==> src/sld_pkg.sv <==
// Types, constants and keyword tables of the serial line decoder
package sld_pkg;

   localparam int LINE_CHARS = 64;
   localparam int ADDR_W     = $clog2(LINE_CHARS);
   localparam logic [ADDR_W-1:0] FILL_MAX = ADDR_W'(LINE_CHARS - 1);

   localparam int QUEUE_DEPTH = 4;
   localparam int QPTR_W      = $clog2(QUEUE_DEPTH);
   localparam int QCNT_W      = $clog2(QUEUE_DEPTH + 1);

   localparam int KEY_COUNT = 8;
   localparam int KEY_W     = $clog2(KEY_COUNT);
   localparam int KEY_MAX   = 6;
   localparam int LEN_W     = $clog2(KEY_MAX + 1);
   localparam int CMP_W     = (ADDR_W > LEN_W) ? ADDR_W : LEN_W;
   localparam logic [KEY_W-1:0] KEY_HELP = KEY_W'(7);

   localparam logic [7:0] CHAR_BS    = 8'h08;
   localparam logic [7:0] CHAR_LF    = 8'h0A;
   localparam logic [7:0] CHAR_CR    = 8'h0D;
   localparam logic [7:0] CHAR_SPACE = 8'h20;
   localparam logic [7:0] CHAR_TILDE = 8'h7E;
   localparam logic [7:0] CHAR_DEL   = 8'h7F;
   localparam logic [7:0] CHAR_UC_A  = 8'h41;
   localparam logic [7:0] CHAR_UC_Z  = 8'h5A;
   localparam logic [7:0] CASE_OFS   = 8'h20;

   localparam logic [1:0] KIND_COMMAND = 2'd0;
   localparam logic [1:0] KIND_HELP    = 2'd1;
   localparam logic [1:0] KIND_INVALID = 2'd2;
   localparam logic [1:0] KIND_RSVD    = 2'd3;

   localparam logic [2:0] CODE_NONE = 3'd0;
   localparam logic [2:0] CODE_RSVD = 3'd7;

   localparam logic [7:0] KEY_TEXT [KEY_COUNT][KEY_MAX] = '{
      '{"s", "t", "a", "r", "t", 8'h00},
      '{"s", "t", "o", "p", 8'h00, 8'h00},
      '{"w", "a", "r", "n", 8'h00, 8'h00},
      '{"f", "a", "u", "l", "t", 8'h00},
      '{"r", "e", "s", "e", "t", 8'h00},
      '{"s", "t", "a", "t", "u", "s"},
      '{"s", "t", "a", "c", "k", 8'h00},
      '{"h", "e", "l", "p", 8'h00, 8'h00}
   };
   localparam logic [LEN_W-1:0] KEY_LEN [KEY_COUNT] = '{
      LEN_W'(5), LEN_W'(4), LEN_W'(4), LEN_W'(5),
      LEN_W'(5), LEN_W'(6), LEN_W'(5), LEN_W'(4)
   };

   typedef enum logic [1:0] {
      OP_APPEND = 2'd0,
      OP_ERASE  = 2'd1,
      OP_END    = 2'd2
   } op_type;

   typedef struct packed {
      logic       valid;
      op_type     op;
      logic [7:0] data;
   } sld_q_type;

   typedef struct packed {
      op_type     op;
      logic [7:0] data;
   } sld_entry_type;

   function automatic logic [7:0] sld_lower(input logic [7:0] c);
      if (c >= CHAR_UC_A && c <= CHAR_UC_Z) begin
         return c + CASE_OFS;
      end
      return c;
   endfunction

endpackage

==> src/sld_ram.sv <==
// Generic single-port-write, registered-read RAM
module sld_ram #(
   parameter int WIDTH = 8,
   parameter int DEPTH = 64
) (
   input  logic                     clock,
   input  logic                     wr_en,
   input  logic [$clog2(DEPTH)-1:0] wr_addr,
   input  logic [WIDTH-1:0]         wr_data,
   input  logic [$clog2(DEPTH)-1:0] rd_addr,
   output logic [WIDTH-1:0]         rd_data
);

   logic [WIDTH-1:0] mem [DEPTH];
   logic [WIDTH-1:0] rd_data_ff;

   always_ff @(posedge clock) begin
      if (wr_en) begin
         mem[wr_addr] <= wr_data;
      end
      rd_data_ff <= mem[rd_addr];
   end

   assign rd_data = rd_data_ff;

endmodule

==> src/sld_front.sv <==
// Byte classifier and operation queue in front of the line editor
module sld_front import sld_pkg::*; (
   input  logic       clock,
   input  logic       reset,
   input  logic       req_valid,
   output logic       req_stall,
   input  logic [7:0] req_rx_byte,
   output sld_q_type  q_head,
   input  logic       q_pop
);

   sld_entry_type     entry_ff [QUEUE_DEPTH];
   logic [QPTR_W-1:0] wr_ptr_ff, wr_ptr_in;
   logic [QPTR_W-1:0] rd_ptr_ff, rd_ptr_in;
   logic [QCNT_W-1:0] count_ff, count_in;
   logic              keep;
   op_type            op_cls;
   logic              push;
   logic              pop;

   always_comb begin
      keep   = 1'b1;
      op_cls = OP_APPEND;
      priority if (req_rx_byte == CHAR_CR || req_rx_byte == CHAR_LF) begin
         op_cls = OP_END;
      end else if (req_rx_byte == CHAR_BS || req_rx_byte == CHAR_DEL) begin
         op_cls = OP_ERASE;
      end else if (req_rx_byte >= CHAR_SPACE && req_rx_byte <= CHAR_TILDE) begin
         op_cls = OP_APPEND;
      end else begin
         keep = 1'b0;
      end
   end

   assign req_stall = (count_ff == QCNT_W'(QUEUE_DEPTH));
   assign push      = req_valid && !req_stall && keep;
   assign pop       = q_pop && (count_ff != '0);

   always_comb begin
      wr_ptr_in = wr_ptr_ff;
      rd_ptr_in = rd_ptr_ff;
      count_in  = count_ff;
      if (push) begin
         wr_ptr_in = (wr_ptr_ff == QPTR_W'(QUEUE_DEPTH - 1)) ? '0 : wr_ptr_ff + 1'b1;
      end
      if (pop) begin
         rd_ptr_in = (rd_ptr_ff == QPTR_W'(QUEUE_DEPTH - 1)) ? '0 : rd_ptr_ff + 1'b1;
      end
      if (push && !pop) begin
         count_in = count_ff + 1'b1;
      end else if (pop && !push) begin
         count_in = count_ff - 1'b1;
      end
   end

   always_ff @(posedge clock) begin
      if (reset) begin
         wr_ptr_ff <= '0;
         rd_ptr_ff <= '0;
         count_ff  <= '0;
      end else begin
         wr_ptr_ff <= wr_ptr_in;
         rd_ptr_ff <= rd_ptr_in;
         count_ff  <= count_in;
      end
   end

   always_ff @(posedge clock) begin
      if (push) begin
         entry_ff[wr_ptr_ff] <= '{op: op_cls, data: req_rx_byte};
      end
   end

   assign q_head.valid = (count_ff != '0);
   assign q_head.op    = entry_ff[rd_ptr_ff].op;
   assign q_head.data  = entry_ff[rd_ptr_ff].data;

endmodule

==> src/sld_back.sv <==
// Line editor, trim scan and keyword matcher behind the queue
module sld_back import sld_pkg::*; (
   input  logic       clock,
   input  logic       reset,
   input  sld_q_type  q_head,
   output logic       q_pop,
   output logic       rsp_valid,
   input  logic       rsp_stall,
   output logic [1:0] rsp_result_kind,
   output logic [2:0] rsp_command_code
);

   typedef enum logic [4:0] {
      ST_IDLE  = 5'b00001,
      ST_SCAN  = 5'b00010,
      ST_LEN   = 5'b00100,
      ST_MATCH = 5'b01000,
      ST_DONE  = 5'b10000
   } state_type;

   state_type          state_ff, state_in;
   logic [ADDR_W-1:0]  fill_ff, fill_in;
   logic [ADDR_W-1:0]  scan_ff, scan_in;
   logic               chk_valid_ff, chk_valid_in;
   logic [ADDR_W-1:0]  chk_idx_ff, chk_idx_in;
   logic [LEN_W-1:0]   chk_pos_ff, chk_pos_in;
   logic               seen_ff, seen_in;
   logic [ADDR_W-1:0]  first_ff, first_in;
   logic [ADDR_W-1:0]  last_ff, last_in;
   logic [KEY_COUNT-1:0] mask_ff, mask_in;
   logic [LEN_W-1:0]   len_ff, len_in;
   logic [LEN_W-1:0]   mpos_ff, mpos_in;
   logic [1:0]         res_kind_ff, res_kind_in;
   logic [2:0]         res_code_ff, res_code_in;
   logic               rsp_valid_ff, rsp_valid_in;
   logic [1:0]         rsp_kind_ff, rsp_kind_in;
   logic [2:0]         rsp_code_ff, rsp_code_in;

   logic               wr_en;
   logic [ADDR_W-1:0]  rd_addr;
   logic [7:0]         rd_data;
   logic [7:0]         low_char;
   logic [ADDR_W-1:0]  len_full;
   logic [KEY_COUNT-1:0] mask_len;
   logic [KEY_COUNT-1:0] mask_cmp;
   logic [KEY_W-1:0]   hit;

   sld_ram #(.WIDTH(8), .DEPTH(LINE_CHARS)) u_line_ram (
      .clock   (clock),
      .wr_en   (wr_en),
      .wr_addr (fill_ff),
      .wr_data (q_head.data),
      .rd_addr (rd_addr),
      .rd_data (rd_data)
   );

   assign low_char = sld_lower(rd_data);
   assign len_full = last_ff - first_ff + ADDR_W'(1);

   always_comb begin
      mask_len = '0;
      mask_cmp = '0;
      hit      = '0;
      for (int k = 0; k < KEY_COUNT; k++) begin
         mask_len[k] = (CMP_W'(len_full) == CMP_W'(KEY_LEN[k]));
         mask_cmp[k] = mask_ff[k] && (KEY_TEXT[k][chk_pos_ff] == low_char);
      end
      // lowest surviving keyword wins
      for (int k = KEY_COUNT - 1; k >= 0; k--) begin
         if (mask_ff[k]) begin
            hit = KEY_W'(k);
         end
      end
   end

   always_comb begin
      state_in     = state_ff;
      fill_in      = fill_ff;
      scan_in      = scan_ff;
      chk_valid_in = 1'b0;
      chk_idx_in   = chk_idx_ff;
      chk_pos_in   = chk_pos_ff;
      seen_in      = seen_ff;
      first_in     = first_ff;
      last_in      = last_ff;
      mask_in      = mask_ff;
      len_in       = len_ff;
      mpos_in      = mpos_ff;
      res_kind_in  = res_kind_ff;
      res_code_in  = res_code_ff;
      rsp_valid_in = rsp_valid_ff && rsp_stall;
      rsp_kind_in  = rsp_kind_ff;
      rsp_code_in  = rsp_code_ff;
      q_pop        = 1'b0;
      wr_en        = 1'b0;
      rd_addr      = '0;

      unique case (state_ff)
         ST_IDLE: begin
            if (q_head.valid) begin
               q_pop = 1'b1;
               unique case (q_head.op)
                  OP_APPEND: begin
                     if (fill_ff != FILL_MAX) begin
                        wr_en   = 1'b1;
                        fill_in = fill_ff + 1'b1;
                     end
                  end
                  OP_ERASE: begin
                     if (fill_ff != '0) begin
                        fill_in = fill_ff - 1'b1;
                     end
                  end
                  OP_END: begin
                     if (fill_ff != '0) begin
                        scan_in  = '0;
                        seen_in  = 1'b0;
                        state_in = ST_SCAN;
                     end
                  end
                  default: begin
                  end
               endcase
            end
         end

         ST_SCAN: begin
            rd_addr = scan_ff;
            if (chk_valid_ff && rd_data != CHAR_SPACE) begin
               if (!seen_ff) begin
                  first_in = chk_idx_ff;
               end
               seen_in = 1'b1;
               last_in = chk_idx_ff;
            end
            if (scan_ff != fill_ff) begin
               chk_valid_in = 1'b1;
               chk_idx_in   = scan_ff;
               scan_in      = scan_ff + 1'b1;
            end else if (!chk_valid_ff) begin
               state_in = ST_LEN;
            end
         end

         ST_LEN: begin
            if (!seen_ff || mask_len == '0) begin
               res_kind_in = KIND_INVALID;
               res_code_in = CODE_NONE;
               state_in    = ST_DONE;
            end else begin
               mask_in  = mask_len;
               len_in   = LEN_W'(len_full);
               mpos_in  = '0;
               state_in = ST_MATCH;
            end
         end

         ST_MATCH: begin
            rd_addr = first_ff + ADDR_W'(mpos_ff);
            if (chk_valid_ff) begin
               mask_in = mask_cmp;
            end
            if (mpos_ff != len_ff) begin
               chk_valid_in = 1'b1;
               chk_pos_in   = mpos_ff;
               mpos_in      = mpos_ff + 1'b1;
            end else if (!chk_valid_ff) begin
               priority if (mask_ff == '0) begin
                  res_kind_in = KIND_INVALID;
                  res_code_in = CODE_NONE;
               end else if (hit == KEY_HELP) begin
                  res_kind_in = KIND_HELP;
                  res_code_in = CODE_NONE;
               end else begin
                  res_kind_in = KIND_COMMAND;
                  res_code_in = 3'(hit);
               end
               state_in = ST_DONE;
            end
         end

         ST_DONE: begin
            if (!rsp_valid_ff || !rsp_stall) begin
               rsp_valid_in = 1'b1;
               rsp_kind_in  = res_kind_ff;
               rsp_code_in  = res_code_ff;
               fill_in      = '0;
               state_in     = ST_IDLE;
            end
         end

         default: begin
            state_in = ST_IDLE;
         end
      endcase
   end

   always_ff @(posedge clock) begin
      if (reset) begin
         state_ff     <= ST_IDLE;
         fill_ff      <= '0;
         chk_valid_ff <= 1'b0;
         rsp_valid_ff <= 1'b0;
      end else begin
         state_ff     <= state_in;
         fill_ff      <= fill_in;
         chk_valid_ff <= chk_valid_in;
         rsp_valid_ff <= rsp_valid_in;
      end
   end

   always_ff @(posedge clock) begin
      scan_ff     <= scan_in;
      chk_idx_ff  <= chk_idx_in;
      chk_pos_ff  <= chk_pos_in;
      seen_ff     <= seen_in;
      first_ff    <= first_in;
      last_ff     <= last_in;
      mask_ff     <= mask_in;
      len_ff      <= len_in;
      mpos_ff     <= mpos_in;
      res_kind_ff <= res_kind_in;
      res_code_ff <= res_code_in;
      rsp_kind_ff <= rsp_kind_in;
      rsp_code_ff <= rsp_code_in;
   end

   assign rsp_valid        = rsp_valid_ff;
   assign rsp_result_kind  = rsp_kind_ff;
   assign rsp_command_code = rsp_code_ff;

endmodule

==> src/serial_line_command_decoder_core.sv <==
// Serial line command decoder: top level
//
// req channel: one received byte per beat (req_rx_byte). Printable bytes
// build a line, backspace/delete erase the last character, CR or LF ends a
// non-empty line; other bytes are dropped at the front.
// rsp channel: one beat per completed line, with rsp_result_kind (command,
// help, invalid) and rsp_command_code (0 unless a command).
// Bytes pass through a 4-entry queue; the editor behind it pops edit bytes
// from it only while idle. A line end is handled in order: one RAM read
// per stored character to find the trimmed span, then, when the trimmed
// length fits a keyword, one read per keyword character, all through the
// single line RAM read port.
// req_stall rises only when the queue is full.
// The result sits in an output register; while rsp_stall is high the beat
// holds and the editor keeps consuming edit bytes, waiting only at the next
// line end. Reset (synchronous) empties the queue and the line and drops
// any pending result.
module serial_line_command_decoder_core import sld_pkg::*; (
   input  logic       clock,
   input  logic       reset,
   input  logic       req_valid,
   output logic       req_stall,
   input  logic [7:0] req_rx_byte,
   output logic       rsp_valid,
   input  logic       rsp_stall,
   output logic [1:0] rsp_result_kind,
   output logic [2:0] rsp_command_code
);

   sld_q_type q_head;
   logic      q_pop;

   sld_front u_front (
      .clock       (clock),
      .reset       (reset),
      .req_valid   (req_valid),
      .req_stall   (req_stall),
      .req_rx_byte (req_rx_byte),
      .q_head      (q_head),
      .q_pop       (q_pop)
   );

   sld_back u_back (
      .clock            (clock),
      .reset            (reset),
      .q_head           (q_head),
      .q_pop            (q_pop),
      .rsp_valid        (rsp_valid),
      .rsp_stall        (rsp_stall),
      .rsp_result_kind  (rsp_result_kind),
      .rsp_command_code (rsp_command_code)
   );

endmodule

==> config.mk <==
export PLATFORM = sky130hd
export DESIGN_NAME = serial_line_command_decoder_core
export DESIGN_NICKNAME = d
export VERILOG_FILES = /design/src/sld_pkg.sv /design/src/sld_ram.sv /design/src/sld_front.sv /design/src/sld_back.sv /design/src/serial_line_command_decoder_core.sv
export SDC_FILE = /design/constraint.sdc
export NUM_CORES = 1
export LEC_CHECK = 0
export ABC_AREA = 0
export BUFFER_PORTS_ARGS = -buffer_cell sky130_fd_sc_hd__buf_2
export CAP_MARGIN = 20
export CORE_ASPECT_RATIO = 1.2
export CORE_MARGIN = 10
export CORE_UTILIZATION = 46
export CTS_CLUSTER_DIAMETER = 60
export DETAILED_ROUTE_END_ITERATION = 8
export HOLD_SLACK_MARGIN = 0.1
export PLACE_DENSITY_LB_ADDON = 0.2
export SYNTH_ARGS = -nofsm -noshare
export SYNTH_HDL_FRONTEND = slang
export SYNTH_SLANG_ARGS = --single-unit
export TNS_END_PERCENT = 50
==> constraint.sdc <==
create_clock -name clock -period 2.9 [get_ports clock]
set_input_delay 0.145 -clock clock [delete_from_list [all_inputs] [get_ports clock]]
set_output_delay 0.145 -clock clock [all_outputs]
set_load 0.01 [all_outputs]
---- Word level (Yosys, flattened, before mapping) ----
Memory sizes are Yosys's and may differ from the RTL's. A register that Yosys moved wholly into a read port is not among the register bits.
Index checks and enable logic that the tools add are counted.
Widths: inputs -> output; s select.
cells by class
  $add $sub $neg .......................... 12
  magnitude comparators ................... 5
  equality and inequality tests ........... 47
  muxes and demuxes ....................... 98
  bitwise logic cells ..................... 3
  reduce and logical (&&, ||, !) cells .... 49
operators by type and width
  kind                 count
  $mux 8               20
  $eq 8x8->1           8
  $mux 3               17
  $mux 6               8
  $pmux 6 s2           4
  $mux 5               9
  $pmux 5 s5           1
  $eq 8x4->1 const B   3
  $mux 1               24
  $add 6x1->6 const B  3
  $eq 6x3->1 const B   3
  $mux 2               9
  $logic_and 1x1->1    17
  $le 8x7->1 const B   2
  $logic_not 8->1      2
  $pmux 8 s2           1
  $ne 2x1->1 const B   7
  $ne 2x2->1 const B   7
  $pmux 3 s2           2
  $reduce_and 2->1     5
  $reduce_and 5->1     2
  $reduce_and 3->1     3
  $add 8x6->8 const B  1
  $eq 8x7->1 const B   1
  other kinds (36)     55
word-level totals
  register bits ........................... 72
  bits in writable memories ............... 552
  bits in read-only memories .............. 512
  bits of input ports ..................... 12
  output and inout bits ................... 7
  word-level logic and storage cells ...... 244
  memories kept ........................... 10
memory list
  memory                 words  bits a word  read ports  clocked after memory_dff  wr ports  RTL line        RTL
  u_back.u_line_ram.mem  64     8            1           1                         1         sld_ram.sv:14   logic [WIDTH-1:0] mem [DEPTH];
  (name not given)       8      8            1           0                         0         sld_back.sv:66  mask_cmp[k] = mask_ff[k] && (KEY_TEXT[k][chk_pos_ff] == low_char);
  (name not given)       8      8            1           0                         0         sld_back.sv:66
  (name not given)       8      8            1           0                         0         sld_back.sv:66
  (name not given)       8      8            1           0                         0         sld_back.sv:66
  (name not given)       8      8            1           0                         0         sld_back.sv:66
  +4 memories            -      -            -           -                         -         -

---- Longest topological paths before layout ----
  depth after elaboration ................. 14
  gate-level depth with buffers ........... 14
  gate-level depth less buffers ........... 14

---- By module ----
A second synthesis with hierarchy kept.
second synthesis, totals
  cells, all modules ...................... 1492
  area, all modules ....................... 26444.1 um^2
by module, submodules not included
  module     instances  cells each  area an instance (um^2)  sequential area each (um^2)
  sld_ram    1          940         20166.8                  15534.9
  sld_back   1          439         4250.3                   1821.7
  sld_front  1          113         2026.9                   1381.3

---- Worst setup path before layout ----
No wires, ideal clock.
  kind .................................... register to register
  start point ............................. register u_back.mpos_ff[0]
  end point ............................... register u_back.u_line_ram.rd_data_ff[5], in the netlist u_back.u_line_ram.rd_data[5] (read register of u_back.u_line_ram.mem)
  library setup time ...................... 0.103 ns
  data arrival time ....................... 2.905 ns
  data required time ...................... 2.797 ns
  setup slack ............................. -0.108 ns
  stages on the path, launching flop included .. 13
  buffers on the path ..................... 3
  clock period less this slack ............ 3.008 ns
  path through ............................ edfxtp_1 -> ha_1 -> fa_1 -> and3b_1 -> o21a_1 -> buf_4 -> buf_4 -> clkbuf_1 -> a21oi_1 -> a221oi_1 -> nor3_1 -> a21o_1 -> a2111oi_2
between the ends
  word-level cells in the longest chain between the ends .. 2
RTL lines
  item                      RTL line         RTL
  start: declaration        sld_back.sv:32   logic [LEN_W-1:0] mpos_ff, mpos_in;
  start signal: assignment  sld_back.sv:221  mpos_ff <= mpos_in;
  $add 6x3->6               sld_back.sv:159  rd_addr = first_ff + ADDR_W'(mpos_ff);
  $pmux 6 s2                sld_back.sv:98   unique case (state_ff)
  end: declaration          sld_ram.sv:15    logic [WIDTH-1:0] rd_data_ff;
No other way between the ends.
A chain may end at the register's enable or synchronous reset.

---- Final worst setup path ----
  start point ............................. register u_back.first_ff[0]
  end point ............................... register u_back.u_line_ram.rd_data_ff[2], in the netlist u_back.u_line_ram.rd_data[2] (read register of u_back.u_line_ram.mem)
between the ends
  word-level cells in the longest chain between the ends .. 2
RTL lines
  item                      RTL line         RTL
  start: declaration        sld_back.sv:28   logic [ADDR_W-1:0] first_ff, first_in;
  start signal: assignment  sld_back.sv:217  first_ff <= first_in;
  $add 6x3->6               sld_back.sv:159
  $pmux 6 s2                sld_back.sv:98
No other way between the ends.

==> run metrics <==
run status=finished, violations left; failing checks=negative setup slack; Synth Cell Area=26770 µm²; WS Path Type=reg2reg; CP top delay family=compound AO/OA/AOI/OAI gates; slowest stage cell, crit path=fa_1; Levels on crit path=12; mean post-synth cell area=13.51 µm²; hold_sp=req_valid; Critical Path Max Stage Delay=480 ps; R2R Path Start=u_back.first_ff[0]; via count=17412; n_diodes=0; met2 Use GR=33.82%; YS warnings=0; crit share post-route=111.2%; largest net degree at the start of global routing=65; Post-route DRC=0; P per Cell Area=739.6 nW/µm²; fmax=0.3101 GHz; crit path launch type=flip-flop; Layout Nets=2245; EDFF count, synth=604; #FFs+latches synth=634; die width=240.2 µm; first-pass GRT wire length=106700 µm; Main synth FF type=edfxtp_1; RSZ-0062 raised after global routing=yes; CTS tree=built; CTS sink cnt=634; clk buf depth=3; met1 GRT Util=26.66%; IO Port Bufs=18; clock latency at the later pin of the worst-skew pair=630 ps; Reg clk slew, reported paths=60 ps; maximum vdd drop=0.8005 mV; MaxCap Viol Count=0; cts bufs inserted=59; pre-CTS setup slack=-436.8 ps; max-slew violation count=0; post-route ant nets=0; Total GRT Usage=20.26%; clk root buf=clkbuf_16; DP Area=29300 µm²; CP Data Arrival Time=3740 ps; slew margin rel.=44.27%; leading cell type in the layout, fill and taps excluded=edfxtp_1; register area=18740 µm²; grt ovf=0; Rows=96; crit path launch=u_back.first_ff[0]; asr flop ratio synth=0%; routed wire length=70240 µm; crit path to=u_back.u_line_ram.rd_data[2]; share of cells above drive strength 1=21.79%; Req. time, crit path=3420 ps; cells after synthesis=1981; count of cell types in the netlist=76; post-layout worst setup margin=-325.1 ps; fillers=4560; io pins=19; CP endpoint kind=flip-flop; core box area=57420 µm²; # setup viols final=8; Hold Vio Cnt, Final=0; worst-path cell chain=ha_2, fa_1, and3b_2, o21a_4, buf_12, buf_12, buf_8, a21oi_1, a221o_1, a21oi_2, nor2b_1, a2111oi_4; GP Congestion=0.8569; min Tclk post-route=3225 ps; Hold Path Class=in2reg; Tot Pwr=23.95 mW; most frequent cells in the layout=edfxtp_1, a21oi_1, nand2_1, buf_4, nor2_1; Die Ht=284.3 µm; most used routing layer=met2; dpl hpwl=44410 µm; area grow syn2layout=20.94%; leak pwr=11.60 nW; clock skew=16.10 ps; Reg2Reg Depth=12; worst-path maximum fanout=11; DIE AREA=68290 µm²; Initial Util=46.63%; initial antenna violation count=0; sequential fraction of the synthesis area=69.99%; Worst R2R End=u_back.u_line_ram.rd_data[2]; Slew @ Worst Pin=829.6 ps; reg2reg setup slack=-330 ps; area of the multi-input gates=7946 µm²; design area=32380 µm²; drt first pass iters=6; CP Buf/Inv Count=3; final core utilization=56.39%; met3 Use GR=2.701%; Vias/cell=5.863; WL per Instance=23.65 µm; H-tree levels=2; DRC violation total after the first TritonRoute iteration=1706; vias in the first global route=17258; Most Frequent Cell on Critical Path=buf_12
-- sequential cells by signal, summed over array words and instances (netlist names), 3 cells and up, named ones only --
name and cells:
u_back.chk_idx_ff 6, u_back.chk_pos_ff 3, u_back.fill_ff 6, u_back.first_ff 6, u_back.last_ff 6, u_back.len_ff 3, u_back.mask_ff 8, u_back.mpos_ff 3
u_back.res_code_ff 3, u_back.rsp_command_code 3, u_back.scan_ff 6, u_back.state_ff 5, u_back.u_line_ram.mem 512, u_back.u_line_ram.rd_data 8, u_front.count_ff 3, u_front.entry_ff 40
-- worst reg2reg max path, cell delays in order (launching register included) --
cell and delay, ps:
edfxtp_1 400, ha_2 210, fa_1 490, and3b_2 230, o21a_4 170, buf_12 140, buf_12 160, buf_8 140
a21oi_1 70, a221o_1 390, a21oi_2 240, nor2b_1 110, a2111oi_4 370
-- metrics by stage --
stage / setup TNS [ps] / std cells / hold WS [ps]
floorplan: -25.55 / 1988 / 243.9
global placement: -3231 / 2832 / 380.4
detailed placement: -7757 / 2832 / 388.4
CTS: -2908 / 2960 / 177.0
global route: -5589 / 2970 / 260.0
finish: -1873 / 2970 / 205.2
-- worst min path at each step --
stage | endpoint | depth (start not counted)
final | u_front.wr_ptr_ff[0] | 6
after global routing | u_front.wr_ptr_ff[0] | 6
after CTS | u_front.wr_ptr_ff[0] | 6
after detailed placement | u_front.entry_ff[1][3] | 1
after global placement | u_front.entry_ff[0][3] | 1
after floorplan | u_front.entry_ff[0][0] | 0
-- cells in the mapped netlist, types with 14 or more instances --
cell type | instances | area (µm²)
mux2i_1 | 28 | 280.3
a22oi_1 | 28 | 210.2
edfxtp_1 | 604 | 18140
inv_1 | 23 | 86.33
xnor2_1 | 33 | 289.0
ha_1 | 36 | 450.4
o21ai_0 | 28 | 140.1
buf_2 | 47 | 235.2
nor3_1 | 35 | 175.2
mux4_2 | 14 | 315.3
a221oi_1 | 72 | 630.6
a21oi_1 | 289 | 1446
nor2_1 | 115 | 431.7
clkbuf_1 | 65 | 244.0
nand2_1 | 275 | 1032
xor2_1 | 17 | 148.9
nand3_1 | 19 | 95.09
dfxtp_1 | 30 | 600.6
-- report_power, final --
group	switching [mW]	leakage (nW)	total (mW)	internal, mW
logic	3.00	4.99	4.40	1.41
clock network	3.31	0.933	7.68	4.37
registers	0.366	5.67	11.9	11.5
total	6.67	11.6	23.9	17.3
-- per-layer routing --
layer	share of wire (%)	routed length, µm	vias up
met5	0	0	-
met4	3.6	2495	0
met3	6.0	4242	136
met2	50	34990	608
met1	41	28510	8732
li1	-	-	7936
-- area by class of cell --
class	count	share of cell area, %
Clock buffer	76	4.881
Clock inverter	27	0.9816
Inverter	25	0.2898
Multi-Input combinational cell	1195	24.54
Sequential cell	634	57.87
Tap cell	735	2.840
Timing Repair Buffer	278	8.591
-- timing repair --
| item | in CTS | in global routing |
|---|---|---|
| hold buffers | 11 | 0 |
| hold endpoints to repair | 64 | 0 |
| pin swaps | 41 | 43 |
| gates cloned | 5 | 5 |
| endpoints found under the setup margin | 35 | 83 |
| gates resized for setup | 85 | 57 |
| buffers inserted | 9 | 8 |
-- kinds of logic after synthesis --
family	synth area share (%)
compound gates	12.71
buf+inv	2.603
other cells	0.01401
mux	2.225
xor+xnor	1.636
simple gates	8.838
fa+ha+maj	1.982
flops	69.99
No activity file was read; power rests on OpenSTA's default activity.
